--- src/rtl/frq_pkg.sv ---
// shared types and constants of the floor request queue
package frq_pkg;

  localparam int unsigned FLOORS  = 4;
  localparam int unsigned FLOOR_W = $clog2(FLOORS);
  localparam int unsigned CNT_W   = $clog2(FLOORS + 1);
  localparam int unsigned MASK_W  = 4;

  localparam logic CMD_ADD = 1'b0;
  localparam logic CMD_DEL = 1'b1;

  typedef enum logic [1:0] {
    OP_NOP,
    OP_ADD,
    OP_DEL
  } cell_op_e;

  typedef enum logic [1:0] {
    ST_IDLE,
    ST_ADD,
    ST_DEL,
    ST_RESP
  } frq_state_e;

  // one queue slot
  typedef struct packed {
    logic               used;
    logic [FLOOR_W-1:0] floor;
  } slot_t;

  // command broadcast to every cell
  typedef struct packed {
    cell_op_e           op;
    logic [FLOOR_W-1:0] floor;
  } cell_ctl_t;

  // status rippling from a cell to the next one down the row
  typedef struct packed {
    logic settled;  // add: floor already queued or slot claimed upstream
    logic found;    // delete: target matched upstream
  } cell_link_t;

endpackage

--- src/rtl/frq_cell.sv ---
// one slot of the queue: holds a floor and takes part in add and delete
module frq_cell (
  input  logic               clk_i,
  input  logic               rst_ni,
  input  frq_pkg::cell_ctl_t ctl_i,
  input  frq_pkg::cell_link_t link_i,
  output frq_pkg::cell_link_t link_o,
  input  frq_pkg::slot_t     next_i,
  output frq_pkg::slot_t     slot_o
);
  import frq_pkg::*;

  slot_t slot_q, slot_d;
  logic  match;

  assign match = slot_q.used && (slot_q.floor == ctl_i.floor);

  always_comb begin
    slot_d         = slot_q;
    link_o.settled = link_i.settled | match | ~slot_q.used;
    link_o.found   = link_i.found | match;
    case (ctl_i.op)
      OP_ADD: begin
        // queue is packed, so the first free slot is the first unused cell
        if (!slot_q.used && !link_i.settled) begin
          slot_d.used  = 1'b1;
          slot_d.floor = ctl_i.floor;
        end
      end
      OP_DEL: begin
        // matched here or upstream: pull in the neighbor's entry
        if (link_i.found || match) begin
          slot_d = next_i;
        end
      end
      default: begin
      end
    endcase
  end

  always_ff @(posedge clk_i or negedge rst_ni) begin
    if (!rst_ni) begin
      slot_q <= '0;
    end else begin
      slot_q <= slot_d;
    end
  end

  assign slot_o = slot_q;

endmodule

--- src/rtl/frq_chain.sv ---
// row of queue cells, slot 0 at the head
module frq_chain (
  input  logic               clk_i,
  input  logic               rst_ni,
  input  frq_pkg::cell_ctl_t ctl_i,
  output frq_pkg::slot_t     slots_o [frq_pkg::FLOORS]
);
  import frq_pkg::*;

  cell_link_t link [FLOORS+1];
  slot_t      slot [FLOORS+1];

  assign link[0]      = '0;
  assign slot[FLOORS] = '0;  // empty slot shifts into the tail

  for (genvar i = 0; i < FLOORS; i++) begin : g_cell
    frq_cell u_cell (
      .clk_i  (clk_i),
      .rst_ni (rst_ni),
      .ctl_i  (ctl_i),
      .link_i (link[i]),
      .link_o (link[i+1]),
      .next_i (slot[i+1]),
      .slot_o (slot[i])
    );
    assign slots_o[i] = slot[i];
  end

endmodule

--- src/rtl/floor_request_ordered_queue_top.sv ---
// top level of the arrival-ordered floor request queue
//
//  channel  dir  handshake                      payload
//  s_axis   in   s_axis_tvalid / s_axis_tready  tuser: cmd; tdata: mask, cur, target
//  m_axis   out  m_axis_tvalid / m_axis_tready  tuser: head_valid; tdata: head, count, pend
//
// an add item scans the button mask: the scan visits one floor a cycle
// a delete item makes one shift pass through the cell row
// one item at a time: s_axis_tready is high only while the sequencer is idle
// the result register decouples the sides; a stalled result holds the next
//   item in the response state until the sink takes it
// reset empties the queue at once, no clearing pass
module floor_request_ordered_queue_top (
  input  logic        clk_i,
  input  logic        rst_ni,
  input  logic        s_axis_tvalid,
  output logic        s_axis_tready,
  input  logic [7:0]  s_axis_tdata,   // [3:0] button_mask, [5:4] current_floor,
                                      // [7:6] target_floor
  input  logic        s_axis_tuser,   // [0] cmd
  output logic        m_axis_tvalid,
  input  logic        m_axis_tready,
  output logic [15:0] m_axis_tdata,   // [1:0] head_floor, [4:2] queued_count,
                                      // [8:5] pending_mask, [15:9] zero
  output logic        m_axis_tuser    // [0] head_valid
);
  import frq_pkg::*;

  localparam logic [FLOOR_W-1:0] LAST_FLOOR = FLOOR_W'(FLOORS - 1);

  frq_state_e state_q, state_d;

  // latched item
  logic [MASK_W-1:0]  mask_q;
  logic [FLOOR_W-1:0] cur_q;
  logic [FLOOR_W-1:0] tgt_q;
  logic [FLOOR_W-1:0] scan_q;

  logic       accept;
  logic       load_out;
  cell_ctl_t  ctl;
  slot_t      slots [FLOORS];

  // summary of the queue
  logic [CNT_W-1:0]  count;
  logic [MASK_W-1:0] pend;
  logic [FLOOR_W-1:0] head;
  logic              head_valid;

  // result register
  logic              m_valid_q;
  logic [15:0]       m_data_q;
  logic              m_user_q;

  assign accept = s_axis_tvalid && s_axis_tready;

  // next state
  always_comb begin
    state_d = state_q;
    unique case (state_q)
      ST_IDLE: begin
        if (s_axis_tvalid) begin
          state_d = (s_axis_tuser == CMD_DEL) ? ST_DEL : ST_ADD;
        end
      end
      ST_ADD: begin
        if (scan_q == LAST_FLOOR) begin
          state_d = ST_RESP;
        end
      end
      ST_DEL: begin
        state_d = ST_RESP;
      end
      ST_RESP: begin
        if (!m_valid_q || m_axis_tready) begin
          state_d = ST_IDLE;
        end
      end
      default: begin
        state_d = ST_IDLE;
      end
    endcase
  end

  // sequencer outputs: cell command and handshake
  always_comb begin
    s_axis_tready = 1'b0;
    load_out      = 1'b0;
    ctl.op        = OP_NOP;
    ctl.floor     = scan_q;
    unique case (state_q)
      ST_IDLE: begin
        s_axis_tready = 1'b1;
      end
      ST_ADD: begin
        // pressed floors in ascending order, current floor skipped
        if (mask_q[scan_q] && (scan_q != cur_q)) begin
          ctl.op = OP_ADD;
        end
      end
      ST_DEL: begin
        ctl.op    = OP_DEL;
        ctl.floor = tgt_q;
      end
      ST_RESP: begin
        load_out = !m_valid_q || m_axis_tready;
      end
      default: begin
      end
    endcase
  end

  always_ff @(posedge clk_i or negedge rst_ni) begin
    if (!rst_ni) begin
      state_q <= ST_IDLE;
      scan_q  <= '0;
    end else begin
      state_q <= state_d;
      if (accept) begin
        scan_q <= '0;
      end else if (state_q == ST_ADD) begin
        scan_q <= scan_q + FLOOR_W'(1);
      end
    end
  end

  always_ff @(posedge clk_i) begin
    if (accept) begin
      mask_q <= s_axis_tdata[3:0];
      cur_q  <= s_axis_tdata[5:4];
      tgt_q  <= s_axis_tdata[7:6];
    end
  end

  frq_chain u_chain (
    .clk_i   (clk_i),
    .rst_ni  (rst_ni),
    .ctl_i   (ctl),
    .slots_o (slots)
  );

  // entries are packed from slot 0, so the head is slot 0
  always_comb begin
    count = '0;
    pend  = '0;
    for (int i = 0; i < FLOORS; i++) begin
      if (slots[i].used) begin
        count = count + CNT_W'(1);
        pend  = pend | (MASK_W'(1) << slots[i].floor);
      end
    end
    head_valid = slots[0].used;
    head       = slots[0].used ? slots[0].floor : '0;
  end

  always_ff @(posedge clk_i or negedge rst_ni) begin
    if (!rst_ni) begin
      m_valid_q <= 1'b0;
    end else if (load_out) begin
      m_valid_q <= 1'b1;
    end else if (m_axis_tready) begin
      m_valid_q <= 1'b0;
    end
  end

  always_ff @(posedge clk_i) begin
    if (load_out) begin
      m_data_q <= {7'd0, pend, count, head};
      m_user_q <= head_valid;
    end
  end

  assign m_axis_tvalid = m_valid_q;
  assign m_axis_tdata  = m_data_q;
  assign m_axis_tuser  = m_user_q;

endmodule

--- config.mk ---
export PLATFORM = sky130hd
export DESIGN_NAME = floor_request_ordered_queue_top
export DESIGN_NICKNAME = d
export VERILOG_FILES = /design/src/rtl/frq_pkg.sv /design/src/rtl/frq_cell.sv /design/src/rtl/frq_chain.sv /design/src/rtl/floor_request_ordered_queue_top.sv
export SDC_FILE = /design/constraint.sdc
export NUM_CORES = 1
export LEC_CHECK = 0
export ABC_AREA = 1
export BUFFER_PORTS_ARGS = -buffer_cell sky130_fd_sc_hd__buf_2
export CORE_UTILIZATION = 45
export DETAILED_ROUTE_END_ITERATION = 12
export GPL_TIMING_DRIVEN = 0
export HOLD_SLACK_MARGIN = 0.12
export PLACE_DENSITY = 0.67
export SLEW_MARGIN = 20
export SYNTH_ARGS = -nofsm -noshare
export SYNTH_HDL_FRONTEND = slang
export SYNTH_HIERARCHICAL = 1
export SYNTH_SLANG_ARGS = --single-unit
--- constraint.sdc ---
create_clock -name clk_i -period 2.55 [get_ports clk_i]
set_clock_uncertainty 0.2 [all_clocks]
set_input_delay 0.3825 -clock clk_i [delete_from_list [all_inputs] [get_ports clk_i]]
set_output_delay 0.3825 -clock clk_i [all_outputs]
set_load 0.005 [all_outputs]
# After elaboration in Yosys (flattened, before gate mapping)
# Cells that the tools add are included.
# Widths: inputs -> output; s select.
# op_classes
add_sub_neg	4
shift	4
n_eq_ne	22
n_reduce_logical	30
muxes	36
bitwise_logic	13
magnitude_cmp	1
# ops
operator	n
$mux 3	10
$pmux 3 s2	4
$ne 2x2->1 const B	11
$mux 2	8
$mux 4	4
$shl 1x2->4 const A	4
$reduce_and 3->1	5
$or 4x4->4	3
$add 3x1->3 const B	3
$logic_and 1x1->1	9
$eq 2x2->1	4
$eq 2x2->1 const B	4
$pmux 2 s4	1
$logic_not 1->1	7
$mux 1	7
$or 1x1->1	7
$reduce_bool 2->1	3
$eq 2x1->1 const B	2
$logic_or 1x1->1	4
$pmux 2 s2	1
$lt 2x3->1 const B	1
$not 1->1	3
$add 2x1->2 const B	1
$bmux 1 s2	1
3 further kinds	3
# totals
ff_bits	35
wordCells	127
output_inout_bits	19

# Depth between registers and ports, before layout
# Gate-level depths: netlist of run 1.
# depth
ltp_word	13
ltp_mapped	19
mapped_depth_nobuf	19

# Cells and area by module
# The synthesis of run 1 kept the hierarchy.
# by_module_without_submodules
module	seq_area_each_um2	area_per_inst_um2	instances	cells_per_inst
floor_request_ordered_queue_top	665.6	1316.3	1	152
frq_cell at u_chain.g_cell[1].u_cell ...	75.1	265.3	3	38
frq_cell at u_chain.g_cell[0].u_cell	75.1	271.5	1	41
frq_chain	0.0	3.8	1	1

# Worst setup path before layout of run 1
# No wires, ideal clock.
# synth_timing
kind	reg2reg
start	register state_q[0]
end	register u_chain.g_cell[0].u_cell.slot_q, in the netlist u_chain/g_cell[0].u_cell/slot_o[2]
stages_incl_launch_ff	13
t_arrival_ns	2.488
t_required_ns	2.233
path_buffers	0
setup_slack_ns	-0.255
path_cell_list	dfrtp_1 inv_1 ha_1 nand2_1 inv_1 nand2_1 nor2_1 inv_1 ha_1 a21oi_4 nand2_2 nand2_1 nand2_1
# synth_lines
element	line	source
start, declared	floor_request_ordered_queue_top.sv:31	frq_state_e state_q, state_d;
start signal, assigned	floor_request_ordered_queue_top.sv:118	state_q <= state_d;
end signal, assigned	frq_cell.sv:45	slot_q <= slot_d;
end, declared	frq_cell.sv:13	slot_t slot_q, slot_d;

==> reports/metrics.csv, run 1 <==
metric,value,unit
max_slew.worst_pin.slew,0.653,ns
fillers,485,
p_clk_frac,0.121,
ios,32,
outcome,finished clean,
ant_nets,0,
hold_violations,0,
cts_tree,done,
max_freq,0.430,GHz
multi_input_area,1200,um^2
utilization,0.564,
wirelength,4.33,mm
syn_avg_cell_area,7.76,um^2
min_period_over_period,0.912,
relSlewSlack,0.564,
clockBufferDepth,2,
num_antenna_cells,0,
initial_utilization,0.466,
hold-worst-slack,0.158,ns
power.density,1120,nW/um^2
core-area,5110,um^2
layout_setup_ws,0.224,ns
grt_pass1_wl,7.76,mm
power,3230,uW
cts_sinks,35,
htreeDepth,2,
worst_setup_path_end_kind,register,
leakage,0.00148,uW
place_ws,-0.552,ns
dpl.hpwl,3.09,mm
fp.dieW,74.8,um
grt_pass1_vias,1848,
fin_crit,2.33,ns
numCtsBuffers,5,
critPathLaunchType,register,
drc,0,
p_comb_frac,0.545,
finish.net_count,385,
grt_usage,0.185,
dr.first_iter.drc_count,85,
syn_inst,307,
final_area,2880,um^2
worstSetupPathType,register to register,
layout-drive-gt1-share,0.215,
gr-total-overflow,0,
grt_max_degree,18,
cp_max_fo,5,
clkTransAtPathRegs,0.07,ns
fp.dieH,74.8,um
antenna_found_initial,0,
syn_to_final_growth,20.9,%
ys.warnings.count,6,
ir_worst_vdd,0.000536,V
die_area,5590,um^2
post_drt_wl_per_cell,10.0,um
gp_congestion,0.838,
grt_setup_unrepaired,no,
seqCellArea,966,um^2
syn_area,2380,um^2
viasPerCell,4.52,
place_area,2630,um^2
arrival,2.31,ns
dr.pass1.iters,5,
maxCapViolations,0,
seqPwrFrac,0.333,
insertion_delay,0.29,ns
hp-class,primary input to register,
internal_power,1710,uW
io_buffer_count,24,
switching_share,0.471,
cts_root_buf,clkbuf_8,
cp.required,2.53,ns
vias,1953,
slew_violations,0,
p_switching,1520,uW
rows,26,
setup_viol,0,
## critical path, stage by stage, from the launching register on
cell	delay, ns
dfrtp_1	0.41
inv_2	0.10
ha_4	0.18
nand2_1	0.09
o21ai_4	0.09
inv_1	0.07
nand2_1	0.06
nand2_1	0.06
nand3_2	0.09
nand3_1	0.07
inv_1	0.09
nand3_1	0.08
inv_1	0.09
nand3_1	0.08
inv_1	0.07
nand4_1	0.18
nand3_1	0.15
nand2_1	0.06
## per-stage QoR
stage | cells | setup TNS [ns]
after floorplan | 317 | 0
after global placement | 411 | -3.80
after detailed placement | 411 | -3.99
after CTS | 428 | 0
after global routing | 432 | 0
final | 432 | 0
## metal layers
metal / share of wire / global-route usage / vias to the layer above
met2: 0.50 / 0.339 / 36
met4: 0.013 / 0.0566 / 0
met1: 0.46 / 0.215 / 877
li1: - / - / 1034
met3: 0.026 / 0.0402 / 6
met5: 0 / 0 / -
## worst paths after layout
path	startpoint	to	slack [ns]	depth (start not counted)
min in group asynchronous	rst_ni	u_chain/g_cell[2].u_cell/slot_o[2]	0.36	2
setup reg to reg	state_q[0]	u_chain/g_cell[3].u_cell/slot_o[1]	0.22	17
hold reg to reg	m_axis_tvalid	m_axis_tvalid	0.36	2
setup / recovery	state_q[0]	u_chain/g_cell[3].u_cell/slot_o[1]	0.22	17
hold / removal	m_axis_tready	m_axis_tvalid	0.16	4
max in group asynchronous	rst_ni	u_chain/g_cell[1].u_cell/slot_o[0]	1.49	2
## repair_timing
| action | 4_1_cts | 5_1_grt |
|---|---|---|
| buffers inserted | 0 | 4 |
| endpoints found under the setup margin | 12 | 8 |
| pin swaps | 0 | 4 |
| endpoints found under the hold margin | 25 | 0 |
| hold buffers | 9 | 0 |
| resized for setup | 9 | 2 |
## power groups by stage
stage          sequential, uW  clock, uW  combinational (uW)
2_1_floorplan            1020          0                1350
3_3_place_gp             1080          0                1610
3_5_place_dp             1090          0                1640
4_1_cts                  1080        402                1710
5_1_grt                  1120        421                2050
6_report                 1080        392                1760
## registers in the layout, indices dropped and copies added, names as in the netlist
signal,count
u_chain/g_cell.u_cell/slot_o,12
cur_q,2
tgt_q,2
m_axis_tuser,1
m_axis_tvalid,1
scan_q,2
mask_q,4
m_axis_tdata,9
state_q,2
## cells in the final DEF (no fill, tap or decap), drive strengths merged
master / n
inv: 68
a21oi: 6
nand4: 7
dlygate4sd3: 9
clkbuf: 6
clkinv: 2
nand3: 37
o21ai: 13
conb: 12
ha: 11
nor2: 5
dfrtp: 17
buf: 35
nand2: 114
edfxtp: 18
xor2: 2
## layout make-up
type	count	area share
buffer	7	0.0183
clock buffer	6	0.0252
clock inverter	2	0.00304
inverter	68	0.0887
multi-input combinational	207	0.415
sequential	35	0.336
tap	70	0.0304
timing repair buffer	37	0.0834
Note: power is estimated with default switching activity, not from simulation.
==> run 2, diff against run 1 <==
--- a/config.mk
+++ b/config.mk
@@ -7,13 +7,13 @@
 export LEC_CHECK = 0
 export ABC_AREA = 1
 export BUFFER_PORTS_ARGS = -buffer_cell sky130_fd_sc_hd__buf_2
+export CORE_ASPECT_RATIO = 0.5
 export CORE_UTILIZATION = 45
 export DETAILED_ROUTE_END_ITERATION = 12
 export GPL_TIMING_DRIVEN = 0
 export HOLD_SLACK_MARGIN = 0.12
-export PLACE_DENSITY = 0.67
+export PLACE_DENSITY = 0.68
 export SLEW_MARGIN = 20
 export SYNTH_ARGS = -nofsm -noshare
 export SYNTH_HDL_FRONTEND = slang
-export SYNTH_HIERARCHICAL = 1
 export SYNTH_SLANG_ARGS = --single-unit
==> reports/metrics.csv, run 2 <==
metric,value,unit,change
min_period_over_period,0.855,,-0.0576
hold_violations,0,,unchanged
postCtsHoldBufs,9,,unchanged
finish.net_count,325,,-16%
dr.pass1.iters,4,,-1
ant_nets,0,,unchanged
insertion_delay,0.28,ns,about the same
vias,1818,,-6.9%
hold-worst-slack,0.161,ns,+0.00343 ns
synth_top_area_frac,0.250,,
syn_avg_cell_area,8.43,um^2,+8.6%
core-area,4510,um^2,-12%
grt_max_degree,18,,unchanged
synth_compound_area_frac,0.119,,
gp_congestion,0.944,,+13%
fin_crit,2.18,ns,-0.147 ns
synthFlopType,edfxtp_1,,
final_cell_mix,"69 x nand2_1, 32 x inv_1, 25 x buf_2, 20 x nand3_1, 18 x edfxtp_1",,
dpl.hpwl,3.44,mm,+11%
antenna_found_initial,0,,unchanged
async_flop_share,0.486,,
synth.most_common_cell,nand2_1,,
grt_pass1_wl,7.74,mm,-0.18%
worst_setup_path_end_kind,register,,
relSlewSlack,0.317,,-0.247
yosys.area_share.simple,0.278,,
postCtsSetupRepairBufs,0,,unchanged
io_buffer_count,24,,unchanged
fp.dieH,51.1,um,-32%
final_area,2560,um^2,-11%
power.density,1220,nW/um^2,+8.9%
layout-drive-gt1-share,0.211,,-0.00494
finalSetupTns,0,ns,unchanged
post_drt_wl_per_cell,12.2,um,+22%
clkTransAtPathRegs,0.07,ns,about the same
final_common_cell,nand2_1,,
max_freq,0.459,GHz,+6.7%
ys.warnings.count,0,,-6
maxCapViolations,0,,unchanged
ys_seq_area_frac,0.446,,
yosys.cell_types.count,29,,
htreeDepth,2,,unchanged
grt_usage,0.201,,+0.0163
grt_pass1_vias,1660,,-10%
largest_reg_flops,12,,unchanged
r2r_slack,0.37,ns,+0.15 ns
cts_root_buf,clkbuf_8,,
fp.dieW,100,um,+34%
yosys-top-cells-area,"edfxtp_1 25%, dfrtp_1 20%, nand2_1 12%",,
ctsResizeCount,0,,-9
hp-class,primary input to register,,
yosys.area.top_type,edfxtp_1,,
die_area,5110,um^2,-8.6%
num_antenna_cells,0,,unchanged
synth_top_family_by_area,simple AND/OR/NAND/NOR gates,,
outcome,finished clean,,
cts_tree,done,,
syn_area,2170,um^2,-9.1%
wirelength,4.53,mm,+4.6%
gr-total-overflow,0,,unchanged
synth_commonest_cells,"69 x nand2_1, 32 x inv_1, 20 x nand3_1, 18 x edfxtp_1",,
worstSetupPathType,register to register,,
initial_utilization,0.480,,+0.0139
synth_xor_area_frac,0.0121,,
synth-seq-cells,35,,
syn_to_final_growth,18.3,%,
synthMuxAreaShare,0,,
cp.required,2.52,ns,about the same
place_area,2390,um^2,-9.1%
clockBufferDepth,2,,unchanged
dr.first_iter.drc_count,130,,+53%
place_ws,0.405,ns,+0.956 ns
layout_setup_ws,0.371,ns,+0.147 ns
cts_sinks,35,,unchanged
slew_violations,0,,unchanged
arrival,2.15,ns,-0.16 ns
critPathLaunchType,register,,
syn_inst,257,,-16%
max_slew.worst_pin.slew,1.02,ns,+0.371 ns
ir_worst_vdd,0.000404,V,-25%
cp_max_fo,5,,unchanged
fillers,433,,-11%
leakage,0.00126,uW,-15%
grt_setup_unrepaired,no,,
synth_adder_area_share,0.0520,,
drc,0,,unchanged
numCtsBuffers,5,,unchanged
viasPerCell,4.91,,+8.7%
setup_viol,0,,unchanged
ios,32,,unchanged
rows,17,,-35%
synth_edf_count,18,,
==> run 2: final cells by class <==
cell class / count / area (um^2) / area share
inverter: 35 / 131 / 0.0513
clock inverter: 1 / 5.00 / 0.00195
clock buffer: 7 / 76.3 / 0.0298
timing repair buffer: 33 / 210 / 0.0820
tap: 66 / 82.6 / 0.0322
multi-input combinational: 183 / 1030 / 0.400
buffer: 10 / 65.1 / 0.0254
sequential: 35 / 966 / 0.377
==> run 2: final timing paths <==
kind / start / to / depth (start not counted)
max: state_q[0] / u_chain.g_cell[0].u_cell.slot_o[1] / 11
min: m_axis_tready / m_axis_tvalid / 4
max reg2reg: state_q[0] / u_chain.g_cell[0].u_cell.slot_o[1] / 11
min reg2reg: m_axis_tvalid / m_axis_tvalid / 2
max in group asynchronous: rst_ni / u_chain.g_cell[1].u_cell.slot_o[2] / 2
min in group asynchronous: rst_ni / u_chain.g_cell[2].u_cell.slot_o[2] / 2
==> run 2: critical path: stages (launching register included) <==
cell and delay, ns:
dfrtp_1 0.40, inv_1 0.13, ha_1 0.26, nand2_1 0.16, nand2_2 0.16, nand2_2 0.06
nand2_2 0.09, nand3b_2 0.11, o21ai_1 0.18, nand2_1 0.16, nor2_1 0.12, a21oi_1 0.05
==> run 2: cells by family (layout without fill, tap and decap cells) <==
family	after synthesis	count (layout)
AND/OR/NAND/NOR	123	123
buffers and inverters	45	86
AO/OA/AOI/OAI	41	41
flip-flops	35	35
adder cells (fa/ha/maj)	9	9
XOR/XNOR	3	3
other	1	7
==> run 2: through the flow <==
stage	instances	utilization	total power [uW]
6_report	370	0.568	3130
5_1_grt	370	0.568	3460
4_1_cts	370	0.568	3150
3_5_place_dp	353	0.530	2750
3_3_place_gp	353	0.530	2700
2_1_floorplan	263	-	2330
==> run 2: where the power goes <==
part | leakage, uW | internal [uW] | total [uW] | switching, uW
Combinational | 0.000836 | 601 | 1710 | 1110
Clock | 0.0000422 | 192 | 380 | 189
Sequential | 0.000381 | 845 | 1040 | 191
==> run 2: routing by layer <==
metal | vias to the layer above | track usage | part of all wire
li1 | 933 | - | -
met3 | 2 | 0.0629 | 0.079
met5 | - | 0 | 0
met1 | 810 | 0.264 | 0.48
met2 | 73 | 0.334 | 0.43
met4 | 0 | 0.0362 | 0.0051
==> run 3, diff against run 2 <==
--- a/config.mk
+++ b/config.mk
@@ -13,6 +13,7 @@
 export GPL_TIMING_DRIVEN = 0
 export HOLD_SLACK_MARGIN = 0.12
 export PLACE_DENSITY = 0.68
+export REMOVE_ABC_BUFFERS = 1
 export SLEW_MARGIN = 20
 export SYNTH_ARGS = -nofsm -noshare
 export SYNTH_HDL_FRONTEND = slang
==> reports/metrics.csv, run 3 (synthesis results as in run 2) <==
metric,value,unit,change
dr.pass1.iters,4,,unchanged
rows,17,,unchanged
initial_utilization,0.480,,unchanged
numCtsBuffers,5,,unchanged
cts_root_buf,clkbuf_8,,
r2r_slack,0.34,ns,-0.03 ns
grt_pass1_wl,7.54,mm,-2.6%
antenna_found_initial,0,,unchanged
maxCapViolations,0,,unchanged
fp.dieW,100,um,unchanged
cts_sinks,35,,unchanged
gp_congestion,0.879,,-6.9%
cp_cell_sequence,inv_1 -> ha_1 -> nand2_1 -> nand2_2 -> nand2_2 -> nand2_2 -> nand3b_2 -> o21ai_1 -> nand2_1 -> nor2_1 -> a21oi_1,,
fin_crit,2.21,ns,+0.0304 ns
finalSetupTns,0,ns,unchanged
htreeDepth,2,,unchanged
setup_viol,0,,unchanged
largest_reg_flops,12,,unchanged
max_stage_delay,0.40,ns,about the same
min_path_cells,4,,unchanged
arrival,2.18,ns,+0.03 ns
worstSetupPathType,register to register,,
cp.required,2.52,ns,about the same
final_common_cell,nand2_1,,
place_ws,0.383,ns,-0.0217 ns
grt_setup_unrepaired,no,,
place_area,2330,um^2,-2.7%
postCtsHoldBufs,9,,unchanged
gr-total-overflow,0,,unchanged
critPathLaunchType,register,,
cp_max_fo,5,,unchanged
die_area,5110,um^2,unchanged
multi_input_area,1030,um^2,unchanged
final_area,2500,um^2,-2.5%
grt_max_degree,18,,unchanged
ir_worst_vdd,0.000522,V,+29%
hp-class,primary input to register,,
rr_endpoint,u_chain.g_cell[0].u_cell.slot_o[1],,
max_freq,0.453,GHz,-1.4%
num_antenna_cells,0,,unchanged
grt_usage,0.198,,-0.00363
insertion_delay,0.29,ns,about the same
ios,32,,unchanged
min_period_over_period,0.866,,+0.0119
vias,1774,,-2.4%
timing.rr.start,state_q[0],,
final_cell_mix,"69 x nand2_1, 32 x inv_1, 24 x buf_2, 20 x nand3_1, 18 x edfxtp_1",,
ant_nets,0,,unchanged
power.density,1250,nW/um^2,+2.3%
io_buffer_count,24,,unchanged
drc,0,,unchanged
fillers,430,,-0.69%
hold_end,m_axis_tvalid,,
crit_top_cell,nand2_2,,
ff2ff_path_depth,11,,unchanged
leakage,0.00122,uW,-3.5%
worst_setup_path_end_kind,register,,
layout-drive-gt1-share,0.190,,-0.0201
relSlewSlack,0.332,,+0.0147
slew_violations,0,,unchanged
outcome,finished clean,,
dpl.hpwl,3.30,mm,-3.9%
finish.net_count,315,,-3.1%
hold_violations,0,,unchanged
clkTransAtPathRegs,0.07,ns,about the same
dr.first_iter.drc_count,97,,-25%
syn_to_final_growth,15.3,%,
max_slew.worst_pin.slew,1.00,ns,-0.0220 ns
wirelength,4.46,mm,-1.5%
core-area,4510,um^2,unchanged
postCtsSetupRepairBufs,0,,unchanged
seqCellArea,966,um^2,unchanged
worstHoldStart,m_axis_tready,,
ctsResizeCount,0,,unchanged
post_drt_wl_per_cell,12.4,um,+1.2%
grt_pass1_vias,1650,,-0.60%
fp.dieH,51.1,um,unchanged
crit_slowest_cell,dfrtp_1,,
viasPerCell,4.93,,+0.29%
clockBufferDepth,2,,unchanged
cts_tree,done,,
layout_setup_ws,0.341,ns,-0.0304 ns
==> run 3: changes by cell type in the layout (fill, tap and decap cells not counted) <==
| cell | change |
|---|---|
| buf_2 | -1 |
| clkinv_1 | +1 |
| clkbuf_1 | -3 |
| buf_4 | -7 |
==> run 3: worst max path at each step <==
stage	start	endpoint	slack [ns]
2_1_floorplan	u_chain.g_cell[0].u_cell.slot_o[2]	m_axis_tdata[4]	0.62
3_3_place_gp	state_q[0]	u_chain.g_cell[0].u_cell.slot_o[0]	0.42
3_5_place_dp	state_q[0]	u_chain.g_cell[0].u_cell.slot_o[1]	0.38
4_1_cts	state_q[0]	u_chain.g_cell[0].u_cell.slot_o[1]	0.37
5_1_grt	state_q[0]	u_chain.g_cell[0].u_cell.slot_o[0]	0.13
6_report	state_q[0]	u_chain.g_cell[0].u_cell.slot_o[1]	0.34
==> run 3: power breakdown <==
part | internal (uW) | switching [uW]
logic | 586 | 1080
clock network | 188 | 199
registers | 845 | 218
==> run 3: cell type report <==
cell class | instances | area share
Timing Repair Buffer | 33 | 0.0842
Clock buffer | 6 | 0.0291
Tap cell | 66 | 0.0331
Multi-Input combinational cell | 183 | 0.411
Clock inverter | 2 | 0.00351
Inverter | 35 | 0.0526
Sequential cell | 35 | 0.387
==> run 3: through the flow <==
stage / std cells / util / total power [uW] / hold WS (ns)
3_5_place_dp: 343 / 0.516 / 2710 / 0.132
5_1_grt: 360 / 0.554 / 3420 / 0.161
2_1_floorplan: 253 / - / 2310 / -0.113
4_1_cts: 360 / 0.554 / 3120 / 0.151
6_report: 360 / 0.554 / 3120 / 0.152
3_3_place_gp: 343 / 0.516 / 2670 / 0.128
==> run 3: worst max-delay path: cells and delay by family, from the launching register on <==
kind,cells,cell delay (ns)
adders and majority gates,1,0.25
buffers and inverters,1,0.13
and+or+nand+nor,7,0.88
AOI/OAI and AO/OA,2,0.23
DFF,1,0.40
==> run 3: routing by layer <==
metal / track usage / part of all wire / vias to the layer above
met4: 0.0894 / 0.023 / 0
met5: 0 / 0 / -
met2: 0.305 / 0.42 / 78
met3: 0.0520 / 0.063 / 13
li1: - / - / 907
met1: 0.265 / 0.50 / 776
